==> config.mk <==
export PLATFORM = sky130hd
export DESIGN_NAME = bc_block_mode_classifier
export DESIGN_NICKNAME = d
export VERILOG_FILES = /design/src/rtl/bcmc_pkg.sv /design/src/rtl/bcmc_nz_lane.sv /design/src/rtl/bcmc_mode_dec.sv /design/src/rtl/bc_block_mode_classifier.sv
export VERILOG_INCLUDE_DIRS = /design/src /design/src/rtl
export SDC_FILE = /design/constraint.sdc
export NUM_CORES = 1
export LEC_CHECK = 0
export BUFFER_PORTS_ARGS = -buffer_cell sky130_fd_sc_hd__buf_2
export CAP_MARGIN = 30
export CORE_MARGIN = 2
export CORE_UTILIZATION = 25
export CTS_BUF_LIST = sky130_fd_sc_hd__clkbuf_4 sky130_fd_sc_hd__clkbuf_8
export CTS_CLUSTER_SIZE = 28
export DETAILED_ROUTE_END_ITERATION = 10
export GPL_ROUTABILITY_DRIVEN = 0
export SLEW_MARGIN = 5
export SYNTH_ARGS = -nofsm -noshare
export SYNTH_HDL_FRONTEND = slang
export SYNTH_SLANG_ARGS = --single-unit
export TNS_END_PERCENT = 20
==> constraint.sdc <==
create_clock -name clk -period 5.7 [get_ports clk]
set_clock_uncertainty 0.1 [all_clocks]
set_input_delay 0 -clock clk [delete_from_list [all_inputs] [get_ports clk]]
set_output_delay 0 -clock clk [all_outputs]
set_load 0.05 [all_outputs]
==> src/rtl/bc_block_mode_classifier_assert.svh <==
// Assertion macros for the block mode classifier.
`ifndef BC_BLOCK_MODE_CLASSIFIER_ASSERT_SVH
`define BC_BLOCK_MODE_CLASSIFIER_ASSERT_SVH

// Antecedent in the same cycle implies the consequent.
`define BCMC_ASSERT_SAME(label, ante, cons, msg) \
	label: assert property (@(posedge clk) disable iff (!arst_n) (ante) |-> (cons)) \
		else $error(msg);

// Antecedent implies the consequent in the following cycle.
`define BCMC_ASSERT_NEXT(label, ante, cons, msg) \
	label: assert property (@(posedge clk) disable iff (!arst_n) (ante) |=> (cons)) \
		else $error(msg);

`endif

==> src/rtl/bcmc_pkg.sv <==
package bcmc_pkg;

	localparam int MAX_SAMPLES    = 32;
	localparam int CNT_W          = 6;
	localparam int NZ_TOTAL_W     = 10;
	localparam int MODE_W         = 4;
	localparam int BLOCK_NZ_W     = 5;
	localparam int LANE_BYTES     = 8;
	localparam int LANE_NZ_W      = 4;
	localparam int HALF_W         = 64;
	localparam int CFG_DATA_W     = 6;

	localparam logic [MODE_W-1:0] MODE_RESERVED = 4'd15;

	typedef enum logic {
		CFG_BLOCK_FORMAT = 1'b0,
		CFG_SAMPLE_CAP   = 1'b1
	} cfg_reg_t;

	typedef enum logic {
		FMT_BC6H_UF = 1'b0,
		FMT_BC7     = 1'b1
	} fmt_t;

	typedef struct packed {
		logic [MODE_W-1:0] mode;
		logic              defined;
	} mode_info_t;

endpackage

==> src/rtl/bcmc_nz_lane.sv <==
module bcmc_nz_lane (
	input  logic [bcmc_pkg::HALF_W-1:0]    half,
	output logic [bcmc_pkg::LANE_NZ_W-1:0] count
);

	always_comb begin
		count = '0;
		for (int i = 0; i < bcmc_pkg::LANE_BYTES; i++) begin
			count = count + bcmc_pkg::LANE_NZ_W'(|half[8*i +: 8]);
		end
	end

endmodule

==> src/rtl/bcmc_mode_dec.sv <==
module bcmc_mode_dec (
	input  logic [7:0]           byte0,
	input  bcmc_pkg::fmt_t       fmt,
	output bcmc_pkg::mode_info_t info
);

	logic [bcmc_pkg::MODE_W-1:0] bc6h_mode;
	logic [bcmc_pkg::MODE_W-1:0] bc7_mode;

	always_comb begin
		if (byte0[1:0] < 2'd2) begin
			bc6h_mode = bcmc_pkg::MODE_W'(byte0[1:0]);
		end else begin
			unique case (byte0[4:0])
				5'h02:   bc6h_mode = 4'd2;
				5'h06:   bc6h_mode = 4'd3;
				5'h0A:   bc6h_mode = 4'd4;
				5'h0E:   bc6h_mode = 4'd5;
				5'h12:   bc6h_mode = 4'd6;
				5'h16:   bc6h_mode = 4'd7;
				5'h1A:   bc6h_mode = 4'd8;
				5'h1E:   bc6h_mode = 4'd9;
				5'h03:   bc6h_mode = 4'd10;
				5'h07:   bc6h_mode = 4'd11;
				5'h0B:   bc6h_mode = 4'd12;
				5'h0F:   bc6h_mode = 4'd13;
				default: bc6h_mode = bcmc_pkg::MODE_RESERVED;
			endcase
		end
	end

	// lowest set bit of byte 0; a zero byte is reserved
	always_comb begin
		bc7_mode = bcmc_pkg::MODE_RESERVED;
		for (int m = 7; m >= 0; m--) begin
			if (byte0[m]) begin
				bc7_mode = bcmc_pkg::MODE_W'(m);
			end
		end
	end

	always_comb begin
		info.mode    = (fmt == bcmc_pkg::FMT_BC7) ? bc7_mode : bc6h_mode;
		info.defined = (info.mode != bcmc_pkg::MODE_RESERVED);
	end

endmodule

==> src/rtl/bc_block_mode_classifier.sv <==
// Block mode classifier: one 16-byte BC6H (unsigned float) or BC7 block per item.
// Input channel: in_valid/in_stall with block_low, block_high and start_face.
// An item is taken on a clock edge with in_valid high and in_stall low.
// Output channel: out_valid/out_stall, one result item per input item.
// Configuration: cfg_valid/cfg_ready (ready always high), cfg_index selects
// block_format (0) or the per-face sample cap (1), cfg_data carries the value.
// Two byte lanes count nonzero bytes of each 64-bit half while the mode
// decoder reads byte 0; the merge step adds the lane counts and updates
// the per-face totals.
// Results are registered; out_valid rises on the edge that takes the item. One item
// per cycle is sustained while out_stall is low; the per-face totals update as each item is taken.
// While out_stall holds a pending result, in_stall is raised and the result
// and totals hold. Reset clears all totals and the first mode, sets
// block_format to BC6H and the sample cap to 32, and empties the output register.
module bc_block_mode_classifier (
	input  logic                                clk,
	input  logic                                arst_n,
	input  logic                                in_valid,
	output logic                                in_stall,
	input  logic [bcmc_pkg::HALF_W-1:0]         block_low,
	input  logic [bcmc_pkg::HALF_W-1:0]         block_high,
	input  logic                                start_face,
	output logic                                out_valid,
	input  logic                                out_stall,
	output logic                                accepted,
	output logic [bcmc_pkg::MODE_W-1:0]         mode,
	output logic                                defined,
	output logic [bcmc_pkg::BLOCK_NZ_W-1:0]     block_nonzero,
	output logic [bcmc_pkg::CNT_W-1:0]          sampled_total,
	output logic [bcmc_pkg::CNT_W-1:0]          defined_total,
	output logic [bcmc_pkg::CNT_W-1:0]          reserved_total,
	output logic [bcmc_pkg::NZ_TOTAL_W-1:0]     nonzero_total,
	output logic [bcmc_pkg::MODE_W-1:0]         face_first_mode,
	input  logic                                cfg_valid,
	output logic                                cfg_ready,
	input  bcmc_pkg::cfg_reg_t                  cfg_index,
	input  logic [bcmc_pkg::CFG_DATA_W-1:0]     cfg_data
);

	`include "bc_block_mode_classifier_assert.svh"

	localparam logic [bcmc_pkg::CNT_W-1:0] MAX_CNT = bcmc_pkg::CNT_W'(bcmc_pkg::MAX_SAMPLES);

	bcmc_pkg::fmt_t                  fmt_q;
	logic [bcmc_pkg::CNT_W-1:0]      cap_cfg_q;
	logic [bcmc_pkg::CNT_W-1:0]      sample_q;
	logic [bcmc_pkg::CNT_W-1:0]      defined_q;
	logic [bcmc_pkg::CNT_W-1:0]      reserved_q;
	logic [bcmc_pkg::NZ_TOTAL_W-1:0] nonzero_q;
	logic [bcmc_pkg::MODE_W-1:0]     lead_mode_q;
	logic                            out_valid_q;
	logic                            accepted_q;
	logic [bcmc_pkg::MODE_W-1:0]     mode_q;
	logic                            defined_flag_q;
	logic [bcmc_pkg::BLOCK_NZ_W-1:0] block_nz_q;

	logic [bcmc_pkg::LANE_NZ_W-1:0]  lane_lo_nz;
	logic [bcmc_pkg::LANE_NZ_W-1:0]  lane_hi_nz;
	bcmc_pkg::mode_info_t            info;
	logic [bcmc_pkg::BLOCK_NZ_W-1:0] block_nz;
	logic [bcmc_pkg::CNT_W-1:0]      limit;
	logic [bcmc_pkg::CNT_W-1:0]      base_sample;
	logic [bcmc_pkg::CNT_W-1:0]      base_defined;
	logic [bcmc_pkg::CNT_W-1:0]      base_reserved;
	logic [bcmc_pkg::NZ_TOTAL_W-1:0] base_nonzero;
	logic                            take;
	logic                            item_in;

	bcmc_nz_lane u_lane_lo (
		.half  (block_low),
		.count (lane_lo_nz)
	);

	bcmc_nz_lane u_lane_hi (
		.half  (block_high),
		.count (lane_hi_nz)
	);

	bcmc_mode_dec u_mode_dec (
		.byte0 (block_low[7:0]),
		.fmt   (fmt_q),
		.info  (info)
	);

	assign cfg_ready = 1'b1;
	assign in_stall  = out_valid_q && out_stall;
	assign item_in   = in_valid && !in_stall;

	// merge lane counts
	assign block_nz = bcmc_pkg::BLOCK_NZ_W'(lane_lo_nz) + bcmc_pkg::BLOCK_NZ_W'(lane_hi_nz);

	always_comb begin
		if (cap_cfg_q == '0) begin
			limit = bcmc_pkg::CNT_W'(1);
		end else if (cap_cfg_q > MAX_CNT) begin
			limit = MAX_CNT;
		end else begin
			limit = cap_cfg_q;
		end
	end

	always_comb begin
		base_sample   = start_face ? '0 : sample_q;
		base_defined  = start_face ? '0 : defined_q;
		base_reserved = start_face ? '0 : reserved_q;
		base_nonzero  = start_face ? '0 : nonzero_q;
		take          = base_sample < limit;
	end

	always_ff @(posedge clk or negedge arst_n) begin
		if (!arst_n) begin
			fmt_q     <= bcmc_pkg::FMT_BC6H_UF;
			cap_cfg_q <= MAX_CNT;
		end else if (cfg_valid && cfg_ready) begin
			unique case (cfg_index)
				bcmc_pkg::CFG_BLOCK_FORMAT: fmt_q <= bcmc_pkg::fmt_t'(cfg_data[0]);
				bcmc_pkg::CFG_SAMPLE_CAP:   cap_cfg_q <= cfg_data;
			endcase
		end
	end

	always_ff @(posedge clk or negedge arst_n) begin
		if (!arst_n) begin
			sample_q    <= '0;
			defined_q   <= '0;
			reserved_q  <= '0;
			nonzero_q   <= '0;
			lead_mode_q <= '0;
		end else if (item_in) begin
			if (take) begin
				sample_q   <= base_sample + bcmc_pkg::CNT_W'(1);
				defined_q  <= base_defined + bcmc_pkg::CNT_W'(info.defined);
				reserved_q <= base_reserved + bcmc_pkg::CNT_W'(!info.defined);
				nonzero_q  <= base_nonzero + bcmc_pkg::NZ_TOTAL_W'(block_nz);
				if (base_sample == '0) begin
					lead_mode_q <= info.mode;
				end
			end else begin
				sample_q   <= base_sample;
				defined_q  <= base_defined;
				reserved_q <= base_reserved;
				nonzero_q  <= base_nonzero;
			end
		end
	end

	always_ff @(posedge clk or negedge arst_n) begin
		if (!arst_n) begin
			out_valid_q <= 1'b0;
		end else if (item_in) begin
			out_valid_q <= 1'b1;
		end else if (!out_stall) begin
			out_valid_q <= 1'b0;
		end
	end

	always_ff @(posedge clk) begin
		if (item_in) begin
			accepted_q     <= take;
			mode_q         <= info.mode;
			defined_flag_q <= info.defined;
			block_nz_q     <= block_nz;
		end
	end

	// totals change only with a new item, so they stand with the held result
	assign out_valid       = out_valid_q;
	assign accepted        = accepted_q;
	assign mode            = mode_q;
	assign defined         = defined_flag_q;
	assign block_nonzero   = block_nz_q;
	assign sampled_total   = sample_q;
	assign defined_total   = defined_q;
	assign reserved_total  = reserved_q;
	assign nonzero_total   = nonzero_q;
	assign face_first_mode = lead_mode_q;

	`BCMC_ASSERT_SAME(a_totals_split, out_valid_q,
		({1'b0, defined_q} + {1'b0, reserved_q}) == {1'b0, sample_q},
		"defined and reserved totals do not add up to sampled total")
	`BCMC_ASSERT_SAME(a_accept_in_range, out_valid_q && accepted_q,
		(sample_q != '0) && (sample_q <= MAX_CNT),
		"accepted block left sampled total out of range")
	`BCMC_ASSERT_SAME(a_reserved_code, out_valid_q && !defined_flag_q,
		mode_q == bcmc_pkg::MODE_RESERVED, "undefined block without reserved mode")
	`BCMC_ASSERT_NEXT(a_result_follows, item_in, out_valid_q,
		"taken item produced no result")

endmodule

Word-level counts from Yosys, hierarchy flattened
Memories as Yosys holds them, arrays and structs flattened.
Cells that the tools add are included.
{"block": "op_classes", "muxes": 22, "n_eq_ne": 2, "n_reduce_logical": 25, "order_cmp": 3, "bitwise_logic": 1, "n_addsub": 19}
{"cell": "$reduce_or 8->1", "n": 16}
{"cell": "$add 4x1->4", "n": 12}
{"cell": "$mux 6", "n": 8}
{"cell": "$mux 4", "n": 10}
{"cell": "$mux 10", "n": 2}
{"cell": "$add 6x1->6", "n": 2}
{"cell": "$logic_not 6->1", "n": 2}
{"cell": "$add 10x5->10", "n": 1}
{"cell": "$add 6x1->6 const B", "n": 1}
{"cell": "$gt 6x6->1 const B", "n": 1}
{"cell": "$lt 6x6->1", "n": 1}
{"cell": "$add 4x4->5", "n": 1}
{"cell": "$add 1x1->2", "n": 2}
{"cell": "$ne 4x4->1 const B", "n": 1}
{"cell": "$reduce_and 2->1", "n": 2}
{"cell": "$reduce_and 3->1", "n": 1}
{"cell": "$logic_and 1x1->1", "n": 2}
{"cell": "$logic_not 1->1", "n": 2}
{"cell": "$lt 2x2->1 const B", "n": 1}
{"cell": "$mux 1", "n": 2}
{"cell": "$ne 2x1->1 const B", "n": 1}
{"cell": "$not 1->1", "n": 1}
{"block": "word_totals", "mem_bits_ro": 128, "inputBits": 141, "out_inout_bits": 46, "elab_cells": 85, "reg_bits": 51, "n_memories": 1}
{"name": "(name not given)", "words": 32, "word_bits": 4, "read_ports": 1, "rd_ports_with_merged_regs": 0, "wr": 0, "line": "bcmc_mode_dec.sv:14", "source": "unique case (byte0[4:0])"}

Logic depth before layout (Yosys ltp)
Gate-level depths: netlist (run 1).
{"block": "depth", "ltp_word": 13, "ltp_mapped": 20, "mapped_depth_nobuf": 19}

Modules after synthesis
A second synthesis (run 1) with hierarchy kept.
{"block": "unflattened", "hier_cells": 369, "area_unflattened_um2": 3632.2}
{"module": "bc_block_mode_classifier", "area_per_inst_um2": 2889.0, "cells_each": 270, "n_inst": 1, "seq_area_each_um2": 1332.5}
{"module": "bcmc_nz_lane", "area_per_inst_um2": 282.8, "cells_each": 38, "n_inst": 2, "seq_area_each_um2": 0.0}
{"module": "bcmc_mode_dec", "area_per_inst_um2": 177.7, "cells_each": 23, "n_inst": 1, "seq_area_each_um2": 0.0}

Least setup slack after synthesis (run 1)
OpenSTA, ideal clock, no wires.
{"block": "synth_path", "kind": "input to register", "from": "input block_low[4] (netlist bit)", "to": "register nonzero_q (netlist bit nonzero_total[6])", "n_path_buf": 1, "t_arrival_ns": 4.965, "stages": 18, "setup_time_ns": 0.104, "t_required_ns": 5.496, "setup_slack_ns": 0.531, "path_cell_list": "clkbuf_1 > nor4_1 > nand3_1 > ha_1 > fa_1 > inv_1 > fa_1 > fa_1 > fa_1 > inv_1 > fa_1 > inv_1 > fa_1 > nor2b_1 > o31a_1 > o21ai_0 > or3_1 > a221oi_1"}
{"block": "synth_between", "elab_chain_len": 11}
{"element": "start, declared", "line": "bc_block_mode_classifier.sv:20", "source": "input logic [bcmc_pkg::HALF_W-1:0] block_low,"}
{"element": "$reduce_or 8->1", "line": "bcmc_nz_lane.sv:9", "source": "count = count + bcmc_pkg::LANE_NZ_W'(|half[8*i +: 8]);"}
{"element": "$add 1x1->2", "line": "bcmc_nz_lane.sv:9"}
{"element": "$add 4x1->4 (6 in series)", "line": "bcmc_nz_lane.sv:9"}
{"element": "$add 4x4->5", "line": "bc_block_mode_classifier.sv:90", "source": "assign block_nz = bcmc_pkg::BLOCK_NZ_W'(lane_lo_nz) + bcmc_pkg::BLOCK_NZ_W'(lane_hi_nz);"}
{"element": "net block_nz (one bit)", "line": "bc_block_mode_classifier.sv:60", "source": "logic [bcmc_pkg::BLOCK_NZ_W-1:0] block_nz;"}
{"element": "$add 10x5->10", "line": "bc_block_mode_classifier.sv:134", "source": "nonzero_q <= base_nonzero + bcmc_pkg::NZ_TOTAL_W'(block_nz);"}
{"element": "$mux 10", "line": "bc_block_mode_classifier.sv:130", "source": "if (take) begin"}
{"element": "end signal, assigned", "line": "bc_block_mode_classifier.sv:134"}
{"element": "end signal, assigned", "line": "bc_block_mode_classifier.sv:142", "source": "nonzero_q <= base_nonzero;"}
{"element": "end, declared", "line": "bc_block_mode_classifier.sv:49", "source": "logic [bcmc_pkg::NZ_TOTAL_W-1:0] nonzero_q;"}
The timed path passes the listed nets, and every way through them passes these cells.
A chain may end at the register's enable or synchronous reset.

Worst setup path in the final report (run 1)
Same ends and word-level chain as after synthesis.

==> run summary, run 1 <==
Synthesized Nets - 549
Worst r2r path cells - 8
Peak Freq - 0.1936 GHz
Worst R2R End - nonzero_total[2]
Boundary pin count - 187
CTS clk-pin slew, worst paths - 100 ps
Netlist Area Pre-Place - 0.003602 mm²
Num CTS Buffers - 5
Power Density - 293.0 mW/mm²
Total gr overflow - 0
Startpoint types - primary input
HP Class - in2async
Core area - 0.01399 mm²
Most frequent cells in the layout - buf_2, nand2_1, dfrtp_1
Yosys warnings - 0
Post-synth cell types - 60
Avg Inst Size Synth - 9.683 µm²
Worst slew pin tran - 888.3 ps
Setup TNS - 0 ps
Nets - 741
CTS tree - done
Post-synth top area cell - dfrtp_1
Final Instance Area - 0.004942 mm²
Worst rel slew slack - 40.56%
Hold_ws - -20.84 ps
Post-layout util - 35.33%
CP Class - in2reg
Tcrit/Tclk final - 90.61%
Final setup vio count - 0
# DRC - 0
Share of cells above drive strength 1 - 37.52%
Fin. Hold Viols - 8
Worst-path fanout max - 8
Post-synthesis sequential area ratio - 36.99%
Via count - 3662
Reg-to-Reg Start - sampled_total[3]
Failing checks - negative hold slack
Die area - 0.01538 mm²
Num rows - 43
Initial Util - 25.75%
DRT antenna net count - 0
Max Cap Viol - 0
Register bit total from synthesis - 51
Crit path capture - nonzero_total[6]
Setup WS pre-CTS - 242.2 ps
Area of the multi-input gates - 0.002113 mm²
Die width - 124.0 µm
Worst setup margin - 535.4 ps
Post-CTS Setup Bufs - 0
DP Cell Count - 725
Largest net degree at the start of global routing - 41
Clk root buf - clkbuf_8
Vias per Instance - 4.915
Post-CTS Resized - 0
Fillers - 1440
Number of DRC markers in iteration 0 - 128
First-pass GRT wire length - 17260 µm
CTS Sinks - 51
Final Slew Violations - 0
Tot GR Track Use - 14.10%
I/O Buffers - 185
Asr flop ratio synth - 78.43%
Mapped Cells - 372
Unrepaired setup endpoints after global routing - false
DRT Pass-1 Iters - 4
Clk Latency, worst-skew pair - 300 ps
Layout area overhead - 37.20%
Critical path launch point - block_low[4]
DIE HEIGHT - 124.0 µm
Register area - 0.001333 mm²
H-tree depth - 2
Largest cells by area after synthesis - dfrtp_1, edfxtp_1, ha_1
Arrival time worst endpoint - 5270 ps
Worst Path Required - 5800 ps
Post-placement cell area - 0.004698 mm²
N_diodes - 0
Initial antenna violation count - 0
Hold buffer count at CTS - 11
Main synth FF type - dfrtp_1
Most common cell after layout, fill and taps aside - buf_2
R2r setup slk - 2370 ps
Drt wl/cell - 14.46 µm
Peak VDD IR - 0.0001004 V
Number of synthesized flops with an enable pin - 11
Finished Layout Cells - 745
Final Critical Period - 5165 ps
Final wirelength - 10770 µm
Status - complete, but fails checks
HPWL after DPL - 8578 µm
Vias in the first global route - 3696
Lkg Pwr - 2.393 nW
Post-synth top area share - 27.09%
Clk buf depth - 2
CP endpoint kind - register
critical path, stage by stage:
cell      delay, ps
buf_2           140
nor4_1          330
nand3_1         130
ha_1            310
fa_1            550
inv_1            60
fa_1            500
fa_1            480
fa_1            490
inv_1            60
fa_1            590
inv_1            80
fa_1            460
nor2b_1         190
o31a_1          180
o21ai_0         100
or3_1           320
a221oi_1        280
sequential cells by signal, indices dropped and copies added, names as in the netlist:
signal,flops
accepted,1
block_nonzero,5
cap_cfg_q,6
defined,1
defined_total,6
face_first_mode,4
fmt_q,1
mode,4
nonzero_total,10
out_valid,1
reserved_total,6
sampled_total,6
area by class of cell:
cell class,count,area share [%]
timing repair buffer,198,21.52
clock inverter,1,0.6076
tap,180,4.557
sequential,51,26.96
clock buffer,7,1.696
inverter,25,1.899
multi-input combinational,283,42.76
metal layers:
metal,global-route usage [%],routed length [µm]
met5,0,0
met4,3.020,144
met3,2.381,585
met2,27.64,5688
met1,15.80,4352
metrics by stage:
stage | hold WS (ps) | power, mW
after floorplan | -395.6 | 0.9890
after global placement | 98.16 | 1.176
after detailed placement | 110.0 | 1.192
after CTS | 1.733 | 1.465
after global routing | 0.3663 | 1.544
final | -20.84 | 1.448
worst min-delay path by stage:
stage	startpoint	to	slack, ps	cells after the start
after global placement	arst_n	reserved_total[5]	100	1
after global routing	arst_n	reserved_total[5]	0.4	2
final	arst_n	reserved_total[5]	-20	2
after CTS	block_low[0]	mode[0]	2	2
after detailed placement	arst_n	reserved_total[3]	110	1
after floorplan	arst_n	cap_cfg_q[0]	-400	0
power by group:
part           internal, mW  switching, mW
combinational         0.208          0.452
clock                 0.141          0.122
sequential            0.449         0.0766
total                 0.798          0.650
synthesized netlist by cell type (all sizes together) (7+ instances only):
master,n
inv,25
nand2,40
a22o,9
or4,19
nor2,18
fa,10
nand3,12
nor3,8
a21oi,7
nor2b,17
dfrtp,39
edfxtp,11
nor4,19
mux2,11
o21ai,11
clkbuf,9
ha,26
cell families (layout without fill, tap and decap cells):
kind of cell               Yosys count  in the layout  share of synthesized area (%)
adders and majority gates           36             36                          14.59
and+or+nand+nor                    151            151                          22.58
xor gates and xnor gates             6              6                          1.459
DFF                                 51             51                          36.99
buffers and inverters               38            231                          4.342
muxes                               12             12                          3.717
AOI/OAI and AO/OA                   77             77                          16.22
other                                1              1                         0.1041
Note: power is estimated with default switching activity, not from simulation.
==> inputs of run 2 (changes only) <==
--- a/config.mk
+++ b/config.mk
@@ -6,7 +6,7 @@
 export SDC_FILE = /design/constraint.sdc
 export NUM_CORES = 1
 export LEC_CHECK = 0
-export BUFFER_PORTS_ARGS = -buffer_cell sky130_fd_sc_hd__buf_2
+export BUFFER_PORTS_ARGS = -buffer_cell sky130_fd_sc_hd__buf_4
 export CAP_MARGIN = 30
 export CORE_MARGIN = 2
 export CORE_UTILIZATION = 25
==> run 2 against run 1 <==
Compared with the run above: the flow now finishes without violations; global-route usage rose by 0.41 points; wire length rose by 1.3%; hold slack improved by 50 ps; final cell count did not move; combinational power rose by 9.8%; sequential power rose by 0.8%; sequential cell count did not move; first-iteration DRC count fell by 4.7%; clock power rose by 16%; core utilization rose by 3.4 points; fmax fell by 4.3%; largest cell class unchanged.
==> run summary, run 2 (synthesis gave the netlist of run 1 again) <==
Num CTS Buffers - 5 (unchanged)
First-pass GRT wire length - 17770 µm (+3.0%)
Number of cells on the critical path - 20 (+2)
Fin. Hold Viols - 0 (-8)
Worst slew pin tran - 906.8 ps (+18.50 ps)
Nets - 741 (unchanged)
Worst rel slew slack - 39.32% (-1.2 points)
HPWL after DPL - 8712 µm (+1.6%)
Vias in the first global route - 3752 (+1.5%)
Crit-path slowest cell - dlygate4sd3_1
DP Cell Count - 725 (unchanged)
Worst r2r path cells - 8 (unchanged)
Tcrit/Tclk final - 94.66% (+4.0 points)
Hold Path Origin - block_low[2]
Status - complete, no violations
Layout area overhead - 50.54%
Die area - 0.01538 mm² (unchanged)
Initial antenna violation count - 0 (unchanged)
Clk Latency, worst-skew pair - 300 ps (about the same)
Num rows - 43 (unchanged)
Most common cell after layout, fill and taps aside - buf_4
Clk root buf - clkbuf_8
Largest net degree at the start of global routing - 41 (unchanged)
Drt wl/cell - 14.64 µm (+1.3%)
Most frequent cells in the layout - buf_4, nand2_1, dfrtp_1
DRT Pass-1 Iters - 4 (unchanged)
Family with the most delay on the worst path - adder cells
Via count - 3646 (-0.44%)
Final Instance Area - 0.005423 mm² (+9.7%)
Arrival time worst endpoint - 5500 ps (+230 ps)
Final Slew Violations - 0 (unchanged)
I/O Buffers - 185 (unchanged)
Post-CTS Setup Bufs - 0 (unchanged)
Worst path cell trace - dlygate4sd3_1 -> buf_4 -> nor2_2 -> nand3_1 -> ha_1 -> fa_1 -> inv_1 -> fa_1 -> fa_2 -> fa_1 -> inv_1 -> fa_1 -> a21o_1 -> a21o_1 -> ha_1 -> o21a_1 -> o31a_1 -> o21ai_0 -> or3_1 -> a221oi_1
Tot GR Track Use - 14.52% (+0.41 points)
HP Class - in2reg
Worst Path Required - 5800 ps (about the same)
Finished Layout Cells - 745 (unchanged)
Worst path max stage delay - 540 ps (-50 ps)
Crit path capture - nonzero_total[6]
Post-layout util - 38.77% (+3.4 points)
Bufs and invs on worst path - 4 (unchanged)
Clk buf depth - 2 (unchanged)
CP endpoint kind - register
DIE HEIGHT - 124.0 µm (unchanged)
CP Class - in2reg
Die width - 124.0 µm (unchanged)
CTS clk-pin slew, worst paths - 100 ps (about the same)
Share of cells above drive strength 1 - 37.70% (+0.18 points)
CTS Sinks - 51 (unchanged)
R2r setup slk - 2390 ps (+20 ps)
N_diodes - 0 (unchanged)
Startpoint types - primary input
Worst-path fanout max - 7 (-1)
Number of DRC markers in iteration 0 - 122 (-4.7%)
Post-placement cell area - 0.005161 mm² (+9.9%)
Final setup vio count - 0 (unchanged)
Boundary pin count - 187 (unchanged)
Initial Util - 25.75% (unchanged)
Vias per Instance - 4.894 (-0.44%)
Total gr overflow - 0 (unchanged)
Reg-to-Reg Start - sampled_total[2]
Core area - 0.01399 mm² (unchanged)
Worst R2R End - nonzero_total[2]
Critical path launch point - block_low[0]
Unrepaired setup endpoints after global routing - false
# DRC - 0 (unchanged)
Largest register FFs - 10 (unchanged)
H-tree depth - 2 (unchanged)
CTS tree - done
Max Cap Viol - 0 (unchanged)
Setup TNS - 0 ps (unchanged)
Final wirelength - 10910 µm (+1.3%)
Lkg Pwr - 2.538 nW (+6.1%)
Power Density - 287.3 mW/mm² (-1.9%)
Final Critical Period - 5395 ps (+230.9 ps)
Peak Freq - 0.1853 GHz (-4.3%)
Most frequent CP cell - fa_1
Peak VDD IR - 0.0001319 V (+31%)
DRT antenna net count - 0 (unchanged)
## run 2: cell types whose count changed in the layout (fill, tap and decap cells not counted)
cell / before / now
buf_2: 185 / 0
buf_4: 1 / 186
nor2_2: 0 / 1
dlygate4sd3_1: 11 / 12
nor2_1: 18 / 17
clkbuf_4: 2 / 1
bufinv_16: 1 / 2
fa_2: 0 / 1
buf_12: 1 / 0
fa_1: 10 / 9
## run 2: cell type report
cell class                      count  area, µm²
Clock buffer                        6      76.32
Inverter                           25      93.84
Tap cell                          180      225.2
Multi-Input combinational cell    283       2118
Fill cell                        1412       8566
Clock inverter                      2      60.06
Sequential cell                    51       1333
Timing Repair Buffer              198       1516
## run 2: how the worst min path moves through the flow
stage,end,slack [ps],cells past startpoint
2_1_floorplan,cap_cfg_q[0],-400,0
3_3_place_gp,reserved_total[5],-80,1
3_5_place_dp,defined_total[0],-60,1
4_1_cts,mode[2],10,2
5_1_grt,mode[2],30,2
6_report,mode[2],30,2
## run 2: routing by layer
layer | GRT usage (%) | vias to the layer above | part of all wire, %
li1 | - | 1784 | -
met1 | 16.34 | 1729 | 39
met2 | 27.95 | 123 | 54
met3 | 2.335 | 10 | 5.3
met4 | 4.143 | 0 | 1.6
met5 | 0 | - | 0
## run 2: what timing repair did
action,CTS,global route
hold buffers,12,0
hold endpoints to repair,49,0
resized for setup,0,2
endpoints found under the setup margin,0,2
## run 2: through the flow
stage	setup slack [ps]	power, mW	hold WS [ps]
final	304.5	1.558	29.66
after global routing	23.05	1.657	31.59
after CTS	191.3	1.575	11.13
after detailed placement	272.2	1.261	-61.08
after global placement	339.1	1.247	-75.29
after floorplan	531.1	0.9890	-395.6
## run 2: power breakdown
group / internal, mW / switching (mW)
logic: 0.272 / 0.452
registers: 0.449 / 0.0804
clock network: 0.180 / 0.124
## run 2: worst register-to-register path: stages, from the launching register on
cell and delay, ps:
dfrtp_1 420, nor2b_1 360, ha_1 190, nand4_1 70, nor2_1 100, a211o_1 650
inv_2 310, o21ai_1 770, a22o_1 270
